<file path="src/rtl/lcdw_pkg.sv">
// Shared types, the glyph table and the cell position map of the LCD segment writer.
package lcdw_pkg;

	localparam int unsigned NumCells  = 6;
	localparam int unsigned NumPlanes = 4;
	localparam logic [7:0]  TableSize = 8'h60;

	// One classified item as it travels from the front part to the back part.
	typedef struct packed {
		logic        applied;
		logic        clear_first;
		logic [2:0]  digit;
		logic [15:0] glyph;
	} cmd_t;

	// Bit positions p1..p4 of one character cell inside a 32-bit plane word.
	typedef struct packed {
		logic [4:0] p1;
		logic [4:0] p2;
		logic [4:0] p3;
		logic [4:0] p4;
	} cell_pos_t;

	typedef logic [31:0] plane_word_t;

	// Bits 0..13 are segments A..N, bit 14 the decimal point, bit 15 the colon.
	localparam logic [15:0] GLYPH_TABLE [0:95] = '{
		16'h0000, 16'h0000, 16'h0000, 16'h0000, 16'h0000, 16'h0000, 16'h0000, 16'h0000,
		16'h0000, 16'h0000, 16'h0000, 16'h0000, 16'h0000, 16'h0000, 16'h0000, 16'h0000,
		16'h0000, 16'h0000, 16'h0000, 16'h0000, 16'h0000, 16'h0000, 16'h0000, 16'h0000,
		16'h0000, 16'h0000, 16'h0000, 16'h0000, 16'h0000, 16'h0000, 16'h0000, 16'h0000,
		16'h0000, 16'h0000, 16'h0000, 16'h0000, 16'h0000, 16'h0000, 16'h0000, 16'h0000,
		16'h0000, 16'h0000, 16'h3FC0, 16'h1540, 16'h0000, 16'h0440, 16'h4000, 16'h2200,
		16'h003F, 16'h0006, 16'h045B, 16'h044F, 16'h0466, 16'h046D, 16'h047D, 16'h2201,
		16'h047F, 16'h046F, 16'h8000, 16'h0000, 16'h0000, 16'h0000, 16'h0000, 16'h0000,
		16'h0000, 16'h0477, 16'h047C, 16'h0039, 16'h045E, 16'h0479, 16'h0471, 16'h043D,
		16'h0476, 16'h1109, 16'h001E, 16'h1B00, 16'h0038, 16'h02B6, 16'h08B6, 16'h003F,
		16'h0473, 16'h0467, 16'h0C73, 16'h046D, 16'h1101, 16'h003E, 16'h0886, 16'h2836,
		16'h2A80, 16'h1280, 16'h2209, 16'h0000, 16'h0880, 16'h0000, 16'h0000, 16'h0008
	};

	function automatic logic [15:0] glyph_lookup(input logic [7:0] code);
		logic [15:0] mask;
		mask = 16'h0000;
		if (code < TableSize) begin
			mask = GLYPH_TABLE[code[6:0]];
		end
		return mask;
	endfunction

	function automatic cell_pos_t cell_positions(input logic [2:0] digit);
		cell_pos_t pos;
		case (digit)
			3'd0: pos = '{p1: 5'd0,  p2: 5'd1,  p3: 5'd29, p4: 5'd28};
			3'd1: pos = '{p1: 5'd2,  p2: 5'd7,  p3: 5'd27, p4: 5'd26};
			3'd2: pos = '{p1: 5'd8,  p2: 5'd9,  p3: 5'd25, p4: 5'd24};
			3'd3: pos = '{p1: 5'd10, p2: 5'd11, p3: 5'd21, p4: 5'd20};
			3'd4: pos = '{p1: 5'd12, p2: 5'd13, p3: 5'd19, p4: 5'd18};
			3'd5: pos = '{p1: 5'd14, p2: 5'd15, p3: 5'd16, p4: 5'd17};
			default: pos = '{p1: 5'd0, p2: 5'd0, p3: 5'd0, p4: 5'd0};
		endcase
		return pos;
	endfunction

	// Places one mask bit at a position of a plane word.
	function automatic plane_word_t place_bit(input logic bit_val, input logic [4:0] pos);
		return plane_word_t'({31'd0, bit_val}) << pos;
	endfunction

endpackage

</file>
<file path="src/rtl/lcdw_front.sv">
// Front part: range check of the incoming item and glyph table lookup.
module lcdw_front (
	input  logic               item_valid,
	output logic               item_stall,
	input  logic [2:0]         digit_position,
	input  logic [7:0]         char_code,
	input  logic               clear_first,
	output logic               cmd_valid,
	input  logic               cmd_full,
	output lcdw_pkg::cmd_t     cmd
);

	logic in_range;

	assign in_range = (digit_position < 3'(lcdw_pkg::NumCells)) &&
	                  (char_code < lcdw_pkg::TableSize);

	// The queue behind is the register of this part; it stalls us when full.
	assign item_stall = cmd_full;
	assign cmd_valid  = item_valid;

	always_comb begin
		cmd.applied     = in_range;
		cmd.clear_first = clear_first;
		cmd.digit       = digit_position;
		cmd.glyph       = lcdw_pkg::glyph_lookup(char_code);
	end

endmodule

</file>
<file path="src/rtl/lcdw_queue.sv">
// Two-entry command queue between the front and back parts.
module lcdw_queue (
	input  logic               clk,
	input  logic               arst_n,
	input  logic               push,
	input  lcdw_pkg::cmd_t     push_cmd,
	output logic               full,
	input  logic               pop,
	output logic               head_valid,
	output lcdw_pkg::cmd_t     head_cmd
);

	lcdw_pkg::cmd_t entry_q [2];
	logic           wr_ptr_q;
	logic           rd_ptr_q;
	logic [1:0]     count_q;
	logic           do_push;
	logic           do_pop;

	assign full       = (count_q == 2'd2);
	assign head_valid = (count_q != 2'd0);
	assign head_cmd   = entry_q[rd_ptr_q];
	assign do_push    = push && !full;
	assign do_pop     = pop && head_valid;

	always_ff @(posedge clk) begin
		if (do_push) begin
			entry_q[wr_ptr_q] <= push_cmd;
		end
	end

	always_ff @(posedge clk or negedge arst_n) begin
		if (!arst_n) begin
			wr_ptr_q <= 1'b0;
			rd_ptr_q <= 1'b0;
			count_q  <= 2'd0;
		end else begin
			if (do_push) begin
				wr_ptr_q <= !wr_ptr_q;
			end
			if (do_pop) begin
				rd_ptr_q <= !rd_ptr_q;
			end
			case ({do_push, do_pop})
				2'b10:   count_q <= count_q + 2'd1;
				2'b01:   count_q <= count_q - 2'd1;
				default: count_q <= count_q;
			endcase
		end
	end

endmodule

</file>
<file path="src/rtl/lcdw_back.sv">
// Back part: read-modify-write of the four common-plane words and the result register.
module lcdw_back (
	input  logic               clk,
	input  logic               arst_n,
	input  logic               cmd_valid,
	input  lcdw_pkg::cmd_t     cmd,
	output logic               cmd_pop,
	output logic               result_valid,
	input  logic               result_stall,
	output logic [31:0]        plane0_word,
	output logic [31:0]        plane1_word,
	output logic [31:0]        plane2_word,
	output logic [31:0]        plane3_word,
	output logic               applied
);

	lcdw_pkg::plane_word_t planes_q [lcdw_pkg::NumPlanes];
	lcdw_pkg::plane_word_t planes_next [lcdw_pkg::NumPlanes];
	lcdw_pkg::plane_word_t set_bits [lcdw_pkg::NumPlanes];
	lcdw_pkg::plane_word_t clear_mask;
	lcdw_pkg::cell_pos_t   pos;
	logic                  result_valid_q;
	lcdw_pkg::plane_word_t out_word_q [lcdw_pkg::NumPlanes];
	logic                  applied_q;

	// A new command moves in whenever the result register is empty or being taken.
	assign cmd_pop = cmd_valid && (!result_valid_q || !result_stall);

	always_comb begin
		pos = lcdw_pkg::cell_positions(cmd.digit);
		clear_mask = lcdw_pkg::place_bit(1'b1, pos.p1) | lcdw_pkg::place_bit(1'b1, pos.p2) |
		             lcdw_pkg::place_bit(1'b1, pos.p3) | lcdw_pkg::place_bit(1'b1, pos.p4);
		set_bits[0] = lcdw_pkg::place_bit(cmd.glyph[1], pos.p4) |
		              lcdw_pkg::place_bit(cmd.glyph[4], pos.p1) |
		              lcdw_pkg::place_bit(cmd.glyph[6], pos.p3) |
		              lcdw_pkg::place_bit(cmd.glyph[10], pos.p2);
		set_bits[1] = lcdw_pkg::place_bit(cmd.glyph[0], pos.p4) |
		              lcdw_pkg::place_bit(cmd.glyph[2], pos.p2) |
		              lcdw_pkg::place_bit(cmd.glyph[3], pos.p1) |
		              lcdw_pkg::place_bit(cmd.glyph[5], pos.p3);
		set_bits[2] = lcdw_pkg::place_bit(cmd.glyph[9], pos.p4) |
		              lcdw_pkg::place_bit(cmd.glyph[12], pos.p1) |
		              lcdw_pkg::place_bit(cmd.glyph[13], pos.p3) |
		              lcdw_pkg::place_bit(cmd.glyph[15], pos.p2);
		set_bits[3] = lcdw_pkg::place_bit(cmd.glyph[7], pos.p3) |
		              lcdw_pkg::place_bit(cmd.glyph[8], pos.p4) |
		              lcdw_pkg::place_bit(cmd.glyph[11], pos.p1) |
		              lcdw_pkg::place_bit(cmd.glyph[14], pos.p2);
		for (int i = 0; i < lcdw_pkg::NumPlanes; i++) begin
			planes_next[i] = planes_q[i];
			if (cmd.applied) begin
				if (cmd.clear_first) begin
					planes_next[i] = planes_next[i] & ~clear_mask;
				end
				planes_next[i] = planes_next[i] | set_bits[i];
			end
		end
	end

	always_ff @(posedge clk or negedge arst_n) begin
		if (!arst_n) begin
			for (int i = 0; i < lcdw_pkg::NumPlanes; i++) begin
				planes_q[i] <= '0;
			end
			result_valid_q <= 1'b0;
		end else begin
			if (cmd_pop) begin
				for (int i = 0; i < lcdw_pkg::NumPlanes; i++) begin
					planes_q[i] <= planes_next[i];
				end
				result_valid_q <= 1'b1;
			end else if (!result_stall) begin
				result_valid_q <= 1'b0;
			end
		end
	end

	always_ff @(posedge clk) begin
		if (cmd_pop) begin
			for (int i = 0; i < lcdw_pkg::NumPlanes; i++) begin
				out_word_q[i] <= planes_next[i];
			end
			applied_q <= cmd.applied;
		end
	end

	assign result_valid = result_valid_q;
	assign plane0_word  = out_word_q[0];
	assign plane1_word  = out_word_q[1];
	assign plane2_word  = out_word_q[2];
	assign plane3_word  = out_word_q[3];
	assign applied      = applied_q;

endmodule

</file>
<file path="src/rtl/ascii_to_lcd_segment_ram_writer.sv">
// Top level of the fourteen-segment LCD character writer for a six-cell display.
// Usage: the host offers an item (digit_position, char_code, clear_first) with
// item_valid; it is taken at a rising edge where item_valid is high and item_stall
// is low. For every item one result comes back on the result channel: the four
// common-plane words after the update and the applied flag, taken at an edge where
// result_valid is high and result_stall is low.
// An accepted item is written into the queue and then moves into the result
// register, where result_valid rises. One item per cycle is sustained while
// result_stall is low; the rate is set by the read-modify-write of the four
// plane registers in the back part, done as each item enters the result register.
// The front part range-checks the item and looks up its 16-bit segment mask; a
// two-entry queue then hands it to the back part, which clears (on clear_first)
// and sets the four bit positions of that cell in every plane word. Items with
// a code of 0x60 or above, or a cell of 6 or 7, leave the planes alone and report
// applied low. Reset clears the plane words to zero and empties the queue and
// result register. When the receiver stalls, the result register holds its item,
// up to two more items wait in the queue, and only then is item_stall raised.
module ascii_to_lcd_segment_ram_writer (
	input  logic        clk,
	input  logic        arst_n,
	input  logic        item_valid,
	output logic        item_stall,
	input  logic [2:0]  digit_position,
	input  logic [7:0]  char_code,
	input  logic        clear_first,
	output logic        result_valid,
	input  logic        result_stall,
	output logic [31:0] plane0_word,
	output logic [31:0] plane1_word,
	output logic [31:0] plane2_word,
	output logic [31:0] plane3_word,
	output logic        applied
);

	// Classified item from the front part and the queue head it becomes.
	logic           front_valid;
	lcdw_pkg::cmd_t front_cmd;
	logic           queue_full;
	logic           queue_pop;
	logic           head_valid;
	lcdw_pkg::cmd_t head_cmd;

	// The front part never holds an item of its own; the queue is its register.
	lcdw_front u_front (
		.item_valid     (item_valid),
		.item_stall     (item_stall),
		.digit_position (digit_position),
		.char_code      (char_code),
		.clear_first    (clear_first),
		.cmd_valid      (front_valid),
		.cmd_full       (queue_full),
		.cmd            (front_cmd)
	);

	// The queue lets the front keep accepting while a result waits to be taken.
	lcdw_queue u_queue (
		.clk        (clk),
		.arst_n     (arst_n),
		.push       (front_valid),
		.push_cmd   (front_cmd),
		.full       (queue_full),
		.pop        (queue_pop),
		.head_valid (head_valid),
		.head_cmd   (head_cmd)
	);

	// The back part owns the plane words and the result register.
	lcdw_back u_back (
		.clk          (clk),
		.arst_n       (arst_n),
		.cmd_valid    (head_valid),
		.cmd          (head_cmd),
		.cmd_pop      (queue_pop),
		.result_valid (result_valid),
		.result_stall (result_stall),
		.plane0_word  (plane0_word),
		.plane1_word  (plane1_word),
		.plane2_word  (plane2_word),
		.plane3_word  (plane3_word),
		.applied      (applied)
	);

endmodule

</file>
<file path="config.mk">
export PLATFORM = sky130hd
export DESIGN_NAME = ascii_to_lcd_segment_ram_writer
export DESIGN_NICKNAME = d
export VERILOG_FILES = /design/src/rtl/lcdw_pkg.sv /design/src/rtl/lcdw_front.sv /design/src/rtl/lcdw_queue.sv /design/src/rtl/lcdw_back.sv /design/src/rtl/ascii_to_lcd_segment_ram_writer.sv
export SDC_FILE = /design/constraint.sdc
export NUM_CORES = 1
export LEC_CHECK = 0
export BUFFER_PORTS_ARGS = -buffer_cell sky130_fd_sc_hd__buf_2
export CAP_MARGIN = 20
export CORE_ASPECT_RATIO = 0.9
export CORE_MARGIN = 2
export CORE_UTILIZATION = 45
export CTS_CLUSTER_DIAMETER = 150
export DETAILED_ROUTE_END_ITERATION = 8
export GPL_TIMING_DRIVEN = 1
export HOLD_SLACK_MARGIN = 0.15
export PLACE_DENSITY = 0.75
export SLEW_MARGIN = 20
export SYNTH_ARGS = -nofsm -noshare
export SYNTH_HDL_FRONTEND = slang
export SYNTH_HIERARCHICAL = 1
export SYNTH_SLANG_ARGS = --single-unit
</file>
<file path="constraint.sdc">
create_clock -name clk -period 3.8 [get_ports clk]
set_clock_uncertainty 0.1 [all_clocks]
set_input_delay 0.19 -clock clk [delete_from_list [all_inputs] [get_ports clk]]
set_output_delay 0.19 -clock clk [all_outputs]
set_load 0.02 [all_outputs]
</file>
==> flow_summary.json, run 1 <==
{
  "status": "finished, final reports clean",
  "worst_setup_timing_slack_at_the_placement_stage_ps": 844,
  "p_per_area_nw_per_um2": 911,
  "die_h_um": 163,
  "post_cts_resized": 0,
  "period_share": 0.792,
  "cts_sinks": 304,
  "hold_viol_final": 0,
  "worst_slack_ps": 790,
  "postSynthRegisterBits": 304,
  "timing.final.crit_period_ps": 3010,
  "worstSkewPairLatency_ps": 540,
  "cts_max_path_buffers": 3,
  "dominantRegCellSynth": "sky130_fd_sc_hd__edfxtp_1",
  "dp_hpwl_um": 18200,
  "gpl.final_weighted_congestion": 0.878,
  "drt-initial-drc-count": 893,
  "routed_wl_um": 28500,
  "area_of_combinational_cells_with_multiple_inputs_um2": 3480,
  "num_vias": 7850,
  "overflow": 0,
  "critical_path.endpoint_type": "register",
  "antenna_cells": 0,
  "groute.usage.overall": 0.190,
  "critical-path-max-stage-delay_ps": 650,
  "relSlewSlack": 0.353,
  "cp_num_buf_inv": 0,
  "post_synth_num_cell_types": 59,
  "cap_violations": 0,
  "detail_route.vias_per_cell": 5.88,
  "layout_cell_share_with_drive_strength_beyond_1": 0.240,
  "placement.cell_area_um2": 13200,
  "rows": 58,
  "clk_pin_slew_worst_paths_ps": 60,
  "top_library_cells_by_usage_in_the_layout_fill_and_taps_aside": "171 x sky130_fd_sc_hd__edfxtp_1, 159 x sky130_fd_sc_hd__a22o_1, 145 x sky130_fd_sc_hd__buf_2",
  "num-nets-final": 981,
  "synth_top_area_frac": 0.409,
  "register_area_um2": 8460,
  "worst_setup_path_start_kind": "register",
  "wl_per_cell_um": 21.3,
  "critPathArrivalTime_ps": 3200,
  "hold_path_class": "input port to async pin",
  "worstPathCellList": "mux2_2 -> nor2b_1 -> nand3_1 -> a22o_1",
  "async_reset_ff_frac": 0.438,
  "worstPathMaxFanout": 29,
  "die_width_um": 180,
  "synth_area_leaders": "sky130_fd_sc_hd__edfxtp_1 41%, sky130_fd_sc_hd__dfrtp_1 26%, sky130_fd_sc_hd__a22o_1 11%",
  "endpoint_required_time_on_the_critical_path_ps": 3990,
  "power.ir.vdd_worst_mv": 0.458,
  "cts_tree": "built",
  "postSynthNetCount": 920,
  "power.leakage_nw": 5.99,
  "syn-cell-area_um2": 12600,
  "final_report_setup_violation_count": 0,
  "cts_root_buffer": "sky130_fd_sc_hd__clkbuf_16",
  "average_footprint_of_a_synthesized_cell_um2": 14.1,
  "area_growth_syn_to_layout_pct": 13.3,
  "buffer_ports.inserted": 146,
  "grt_max_degree": 82,
  "grt_antenna_before_repair": 0,
  "transition_time_at_the_pin_with_the_least_slew_margin_ps": 970,
  "antenna_left": 0,
  "syn-instance-count": 891,
  "first_drt_pass_iteration_count": 5,
  "post-route-cell-area_um2": 14200,
  "synth-edff-count": 171,
  "hold_slack_ps": 142,
  "tns_ps": 0,
  "critical_path_class": "register to register",
  "slew_violations": 0,
  "die_ar_um2": 29300,
  "critical_path.top_delay_family": "simple AND/OR/NAND/NOR gates",
  "nFillCells": 2308,
  "post-route-drc-count": 0,
  "synth.yosys.seq_area_share": 0.673,
  "setup_slack_of_the_worst_register_to_register_path_ps": 790,
  "max_freq_mhz": 332,
  "numCtsBuffers": 29,
  "synth-warning-count": 6,
  "ios": 147,
  "synth_largest_area_cell": "sky130_fd_sc_hd__edfxtp_1",
  "start_util": 0.453,
  "ctsHtreeMaxLevel": 1,
  "first_global_vias": 7545,
  "core_region_area_um2": 27700,
  "mostFrequentLayoutCell": "sky130_fd_sc_hd__edfxtp_1",
  "cpMaxStageDelayCell": "sky130_fd_sc_hd__nand3_1",
  "grt_first_pass_wirelength_um": 43900,
  "rsz0062_at_grt": "false"
}
==> synth_stat cells, types with 3 or more instances <==
library cell,instances
sky130_fd_sc_hd__buf_2,34
sky130_fd_sc_hd__clkbuf_1,85
sky130_fd_sc_hd__ha_1,13
sky130_fd_sc_hd__a22o_1,159
sky130_fd_sc_hd__inv_1,7
sky130_fd_sc_hd__xnor2_1,4
sky130_fd_sc_hd__a21o_1,6
sky130_fd_sc_hd__nand2b_1,11
sky130_fd_sc_hd__nand3_1,19
sky130_fd_sc_hd__mux2_2,22
sky130_fd_sc_hd__nand3b_1,8
sky130_fd_sc_hd__dfrtp_1,133
sky130_fd_sc_hd__nor2_1,15
sky130_fd_sc_hd__or3_1,4
sky130_fd_sc_hd__nor3_1,5
sky130_fd_sc_hd__nor2b_1,9
sky130_fd_sc_hd__o2bb2ai_1,28
sky130_fd_sc_hd__buf_4,12
sky130_fd_sc_hd__buf_1,3
sky130_fd_sc_hd__and4b_1,3
sky130_fd_sc_hd__a32o_1,4
sky130_fd_sc_hd__mux2i_1,5
sky130_fd_sc_hd__and3_1,9
sky130_fd_sc_hd__a211oi_1,5
sky130_fd_sc_hd__o21ai_0,13
sky130_fd_sc_hd__nor3b_1,4
sky130_fd_sc_hd__a21oi_1,14
sky130_fd_sc_hd__nand2_1,25
sky130_fd_sc_hd__and2_1,5
sky130_fd_sc_hd__edfxtp_1,171
sky130_fd_sc_hd__o211ai_1,10
sky130_fd_sc_hd__a31oi_1,7
==> where the power goes <==
part | switching, mW | internal [mW] | total [mW]
Clock | 1.17 | 1.54 | 2.71
Sequential | 0.586 | 5.13 | 5.72
Combinational | 2.91 | 1.63 | 4.53
Total | 4.66 | 8.30 | 13.0
==> repair_timing <==
| action | CTS | global route |
|---|---|---|
| hold endpoints to repair | 101 | 0 |
| hold buffers | 10 | 0 |
| buffers inserted | 0 | 0 |
==> per-stage QoR <==
step,util,instances,power [mW]
finish,0.514,1335,13.0
global route,0.514,1335,13.6
CTS,0.514,1335,13.0
detailed placement,0.477,1271,10.3
global placement,0.477,1271,10.1
floorplan,-,891,8.78
==> worst register-to-register path: stages, from the launching register on <==
cell and delay (ps):
sky130_fd_sc_hd__dfrtp_1 450, sky130_fd_sc_hd__mux2_2 570, sky130_fd_sc_hd__nor2b_1 550, sky130_fd_sc_hd__nand3_1 650, sky130_fd_sc_hd__a22o_1 450
==> metal layers <==
layer  up-vias  GRT usage  wire length [um]
li1       3487          -                 -
met1      3896      0.273             12300
met2       415      0.296             13000
met3        52     0.0367              2510
met4         0     0.0583               677
met5         -          0                 0
==> area by class of cell <==
class                      instances  share of cell area
clock buffer                      41              0.0562
clock inverter                    13             0.00729
inverter                           8             0.00246
multi-input combinational        444               0.244
sequential                       304               0.594
tap                              360              0.0316
timing repair buffer             165              0.0635
==> cell families after synthesis <==
family          after synthesis  synth area share
compound gates              261             0.170
xor+xnor                      6           0.00418
fa+ha+maj                    13            0.0129
buf+inv                     143            0.0503
flops                       304             0.673
mux                          28            0.0255
simple gates                136            0.0638
==> sequential cells by signal (all words and copies together), names as in the netlist <==
signal and flops:
u_back/planes_q 128, u_queue/count_q 2, u_queue/rd_ptr_q 1, u_queue/wr_ptr_q 1, u_queue/entry_q 42, u_back/out_word_q 128, u_back/result_valid 1, u_back/applied 1
==> worst paths after layout <==
| path | depth (start not counted) | endpoint | startpoint |
|---|---|---|---|
| setup / recovery | 4 | u_back/out_word_q[3][24]$_DFFE_PP_ | u_queue/rd_ptr_q$_DFFE_PN0P_ |
| hold / removal | 2 | u_back/planes_q[5]$_DFFE_PN0P_ | arst_n |
| setup reg to reg | 4 | u_back/out_word_q[3][24]$_DFFE_PP_ | u_queue/rd_ptr_q$_DFFE_PN0P_ |
| hold reg to reg | 0 | u_back/planes_q[102]$_DFFE_PN0P_ | u_back/planes_q[102]$_DFFE_PN0P_ |
| max in group asynchronous | 3 | u_back/planes_q[109]$_DFFE_PN0P_ | arst_n |
| min in group clk | 3 | u_queue/entry_q[0][7]$_DFFE_PP_ | char_code[4] |
Power figures use the tool's default switching activity.
==> run 2, diff against run 1 <==
ABC_AREA = 1   (was not set)
PLACE_DENSITY = 0.72   (was 0.75)
clock period = 2.8 ns   (was 3.8 ns; I/O delays follow)
==> run 2 against run 1 <==
Net effect:
- global-route usage rose by 1.5 points
- clock-buffer cell count rose by 6
- hold slack better by 110 ps
- total power grew 40%
- combinational power grew 52%
- register-to-register slack worse by 570 ps
- sequential share of layout area is 2.2 points lower
- area after synthesis rose by 1.3%
- synthesized cell count rose by 39%
- highest routed layer unchanged
==> flow_summary.json, run 2 <==
{
  "critical_path.top_delay_family": "simple AND/OR/NAND/NOR gates",
  "drt-initial-drc-count": 1023,
  "wl_per_cell_um": 17.5,
  "cpMaxStageDelayCell": "sky130_fd_sc_hd__nor2_1",
  "detail_route.vias_per_cell": 5.25,
  "post_synth_num_cell_types": 34,
  "synth_most_common_cell": "sky130_fd_sc_hd__nand2_1",
  "critical-path-max-stage-delay_ps": 470,
  "critical_path.endpoint_type": "register",
  "postSynthNetCount": 1270,
  "dominantRegCellSynth": "sky130_fd_sc_hd__edfxtp_1",
  "area_growth_syn_to_layout_pct": 16.2,
  "grt_max_degree": 97,
  "worst_hold_startpoint": "char_code[2]",
  "antenna_cells": 0,
  "p_per_area_nw_per_um2": 1220,
  "top_library_cells_by_usage_in_the_layout_fill_and_taps_aside": "323 x sky130_fd_sc_hd__nand2_1, 171 x sky130_fd_sc_hd__edfxtp_1, 145 x sky130_fd_sc_hd__buf_2",
  "met3_wirelength_um": 2440,
  "buffer_ports.inserted": 146,
  "post_cts_resized": 0,
  "num-nets-final": 1371,
  "die_width_um": 181,
  "average_footprint_of_a_synthesized_cell_um2": 10.3,
  "die_h_um": 164,
  "power.ir.vdd_worst_mv": 0.586,
  "rows": 58,
  "critical_path.most_common_cell": "sky130_fd_sc_hd__nand2_1",
  "worstPathMaxFanout": 12,
  "clk_pin_slew_worst_paths_ps": 60,
  "setup_slack_of_the_worst_register_to_register_path_ps": 220,
  "worst_hold_path.num_cells": 3,
  "synth_area_leaders": "sky130_fd_sc_hd__edfxtp_1 40%, sky130_fd_sc_hd__dfrtp_1 26%, sky130_fd_sc_hd__nand2_1 9.5%",
  "synth_largest_area_cell": "sky130_fd_sc_hd__edfxtp_1",
  "die_ar_um2": 29700,
  "num_vias": 9051,
  "async_reset_ff_frac": 0.438,
  "slew_violations": 0,
  "antenna_left": 0,
  "core_region_area_um2": 27900,
  "layout_cell_share_with_drive_strength_beyond_1": 0.180,
  "status": "finished, final reports clean",
  "mostFrequentLayoutCell": "sky130_fd_sc_hd__nand2_1",
  "max_freq_mhz": 388,
  "synthTopCellsByCount": "323 x sky130_fd_sc_hd__nand2_1, 171 x sky130_fd_sc_hd__edfxtp_1, 138 x sky130_fd_sc_hd__inv_1, 133 x sky130_fd_sc_hd__dfrtp_1, 106 x sky130_fd_sc_hd__o21ai_0",
  "worst_slack_ps": 222,
  "first_global_vias": 8789,
  "wl_met2_um": 14300,
  "cts_tree": "built",
  "dp_hpwl_um": 20900,
  "worstSkewPairLatency_ps": 540,
  "hold_path_end": "u_queue/entry_q[1][14]$_DFFE_PP_",
  "worstPathCellList": "inv_1 -> nand2_1 -> nand2_1 -> inv_2 -> nor2_1 -> nand2_1 -> o22ai_1 -> nand2_1 -> o21ai_0",
  "post-route-cell-area_um2": 14800,
  "syn-cell-area_um2": 12700,
  "worst_setup_path_start_kind": "register",
  "endpoint_required_time_on_the_critical_path_ps": 3150,
  "routed_wl_um": 30300,
  "overflow": 0,
  "groute.usage.overall": 0.205,
  "cp_num_buf_inv": 2,
  "relSlewSlack": 0.448,
  "hold_path_class": "input port to register",
  "synth-warning-count": 6,
  "synth-edff-count": 171,
  "numCtsBuffers": 29,
  "ctsHtreeMaxLevel": 1,
  "start_of_the_worst_register_to_register_path": "u_queue/rd_ptr_q$_DFFE_PN0P_",
  "period_share": 0.921,
  "critical_path_class": "register to register",
  "postSynthRegisterBits": 304,
  "synth_top_area_frac": 0.403,
  "start_util": 0.457,
  "largestRegisters": "u_back/out_word_q: 128 flops, u_back/planes_q: 128 flops, u_queue/entry_q: 42 flops",
  "gpl.final_weighted_congestion": 0.898,
  "placement.cell_area_um2": 13600,
  "cts_max_path_buffers": 3,
  "grt_first_pass_wirelength_um": 48100,
  "worstReg2RegEnd": "u_back/planes_q[90]$_DFFE_PN0P_",
  "met1Wirelength_um": 13000,
  "first_drt_pass_iteration_count": 6,
  "cap_violations": 0,
  "tns_ps": 0,
  "rsz0062_at_grt": "false",
  "final_report_setup_violation_count": 0,
  "power.leakage_nw": 6.63,
  "hold_viol_final": 0,
  "grt_antenna_before_repair": 0,
  "worst_setup_timing_slack_at_the_placement_stage_ps": 275,
  "post-route-drc-count": 0,
  "timing.final.crit_period_ps": 2580,
  "ios": 147,
  "reg2regPathDepth": 9,
  "syn-instance-count": 1241,
  "cts_root_buffer": "sky130_fd_sc_hd__clkbuf_16",
  "transition_time_at_the_pin_with_the_least_slew_margin_ps": 828,
  "cts_sinks": 304,
  "top_layer_used": "met4",
  "synth.yosys.seq_area_share": 0.665,
  "critPathArrivalTime_ps": 2930
}
run 2: cell types whose count changed after synthesis, sizes merged, moves of 16 or more:
cell	change
nand2	+302
a22o	-159
inv	+144
o21ai	+111
o22ai	+73
nor2	+45
o2bb2ai	-28
mux2	-22
nand3	+16
run 2: cells by family (layout without fill, tap and decap cells):
| kind of cell | after synthesis | after routing | synth area share |
|---|---|---|---|
| flops | 304 | 304 | 0.665 |
| fa+ha+maj | 13 | 13 | 0.0128 |
| buf+inv | 266 | 389 | 0.0846 |
| compound gates | 224 | 224 | 0.101 |
| simple gates | 433 | 433 | 0.136 |
| xor+xnor | 1 | 1 | 0.000688 |
run 2: how the worst max path moves through the flow:
stage                                         startpoint                                 end  depth (start not counted)
after floorplan           u_queue/count_q[0]$_DFFE_PN0P_      u_queue/count_q[1]$_DFFE_PN0P_                         13
after global placement      u_queue/rd_ptr_q$_DFFE_PN0P_  u_back/out_word_q[3][27]$_DFFE_PP_                          7
after detailed placement    u_queue/rd_ptr_q$_DFFE_PN0P_    u_back/planes_q[123]$_DFFE_PN0P_                          9
after CTS                   u_queue/rd_ptr_q$_DFFE_PN0P_    u_back/planes_q[123]$_DFFE_PN0P_                          9
after global routing        u_queue/rd_ptr_q$_DFFE_PN0P_     u_back/planes_q[91]$_DFFE_PN0P_                          9
final                       u_queue/rd_ptr_q$_DFFE_PN0P_     u_back/planes_q[90]$_DFFE_PN0P_                          9
run 2: metrics by stage:
step           hold WS [ps]  std cells   util  total power, mW
2_1_floorplan          -256       1241      -             11.8
6_report                247       1724  0.531             18.1
3_5_place_dp           61.4       1655  0.489             14.2
5_1_grt                 244       1724  0.531             19.2
3_3_place_gp           60.6       1655  0.489             14.0
4_1_cts                 212       1724  0.531             18.2
run 2: routing by layer:
metal / vias up / track usage
met5: - / 0
met3: 48 / 0.0321
li1: 4266 / -
met2: 376 / 0.338
met1: 4361 / 0.290
met4: 0 / 0.0458
run 2: cell type report:
cell class / instances / area [um2]
Fill cell: 2452 / 13100
Sequential cell: 304 / 8460
Multi-Input combinational cell: 671 / 3190
Timing Repair Buffer: 185 / 1140
Clock buffer: 47 / 895
Inverter: 151 / 577
Tap cell: 360 / 450
Clock inverter: 6 / 81.3
run 2: timing repair:
item,4_1_cts,5_1_grt
hold buffers,16,0
buffers inserted,0,0
hold endpoints to repair,177,0
run 2: tightest hold or removal path, delay by kind of cell:
| family | cells | cell delay, ps |
|---|---|---|
| buf+inv | 1 | 230 |
| simple gates | 2 | 340 |
run 2: power breakdown:
| part | leakage, nW | internal [mW] | switching, mW |
|---|---|---|---|
| sequential | 3.48 | 6.78 | 0.521 |
| combinational | 2.68 | 1.80 | 5.07 |
| clock | 0.476 | 2.35 | 1.57 |
| total | 6.63 | 10.9 | 7.16 |
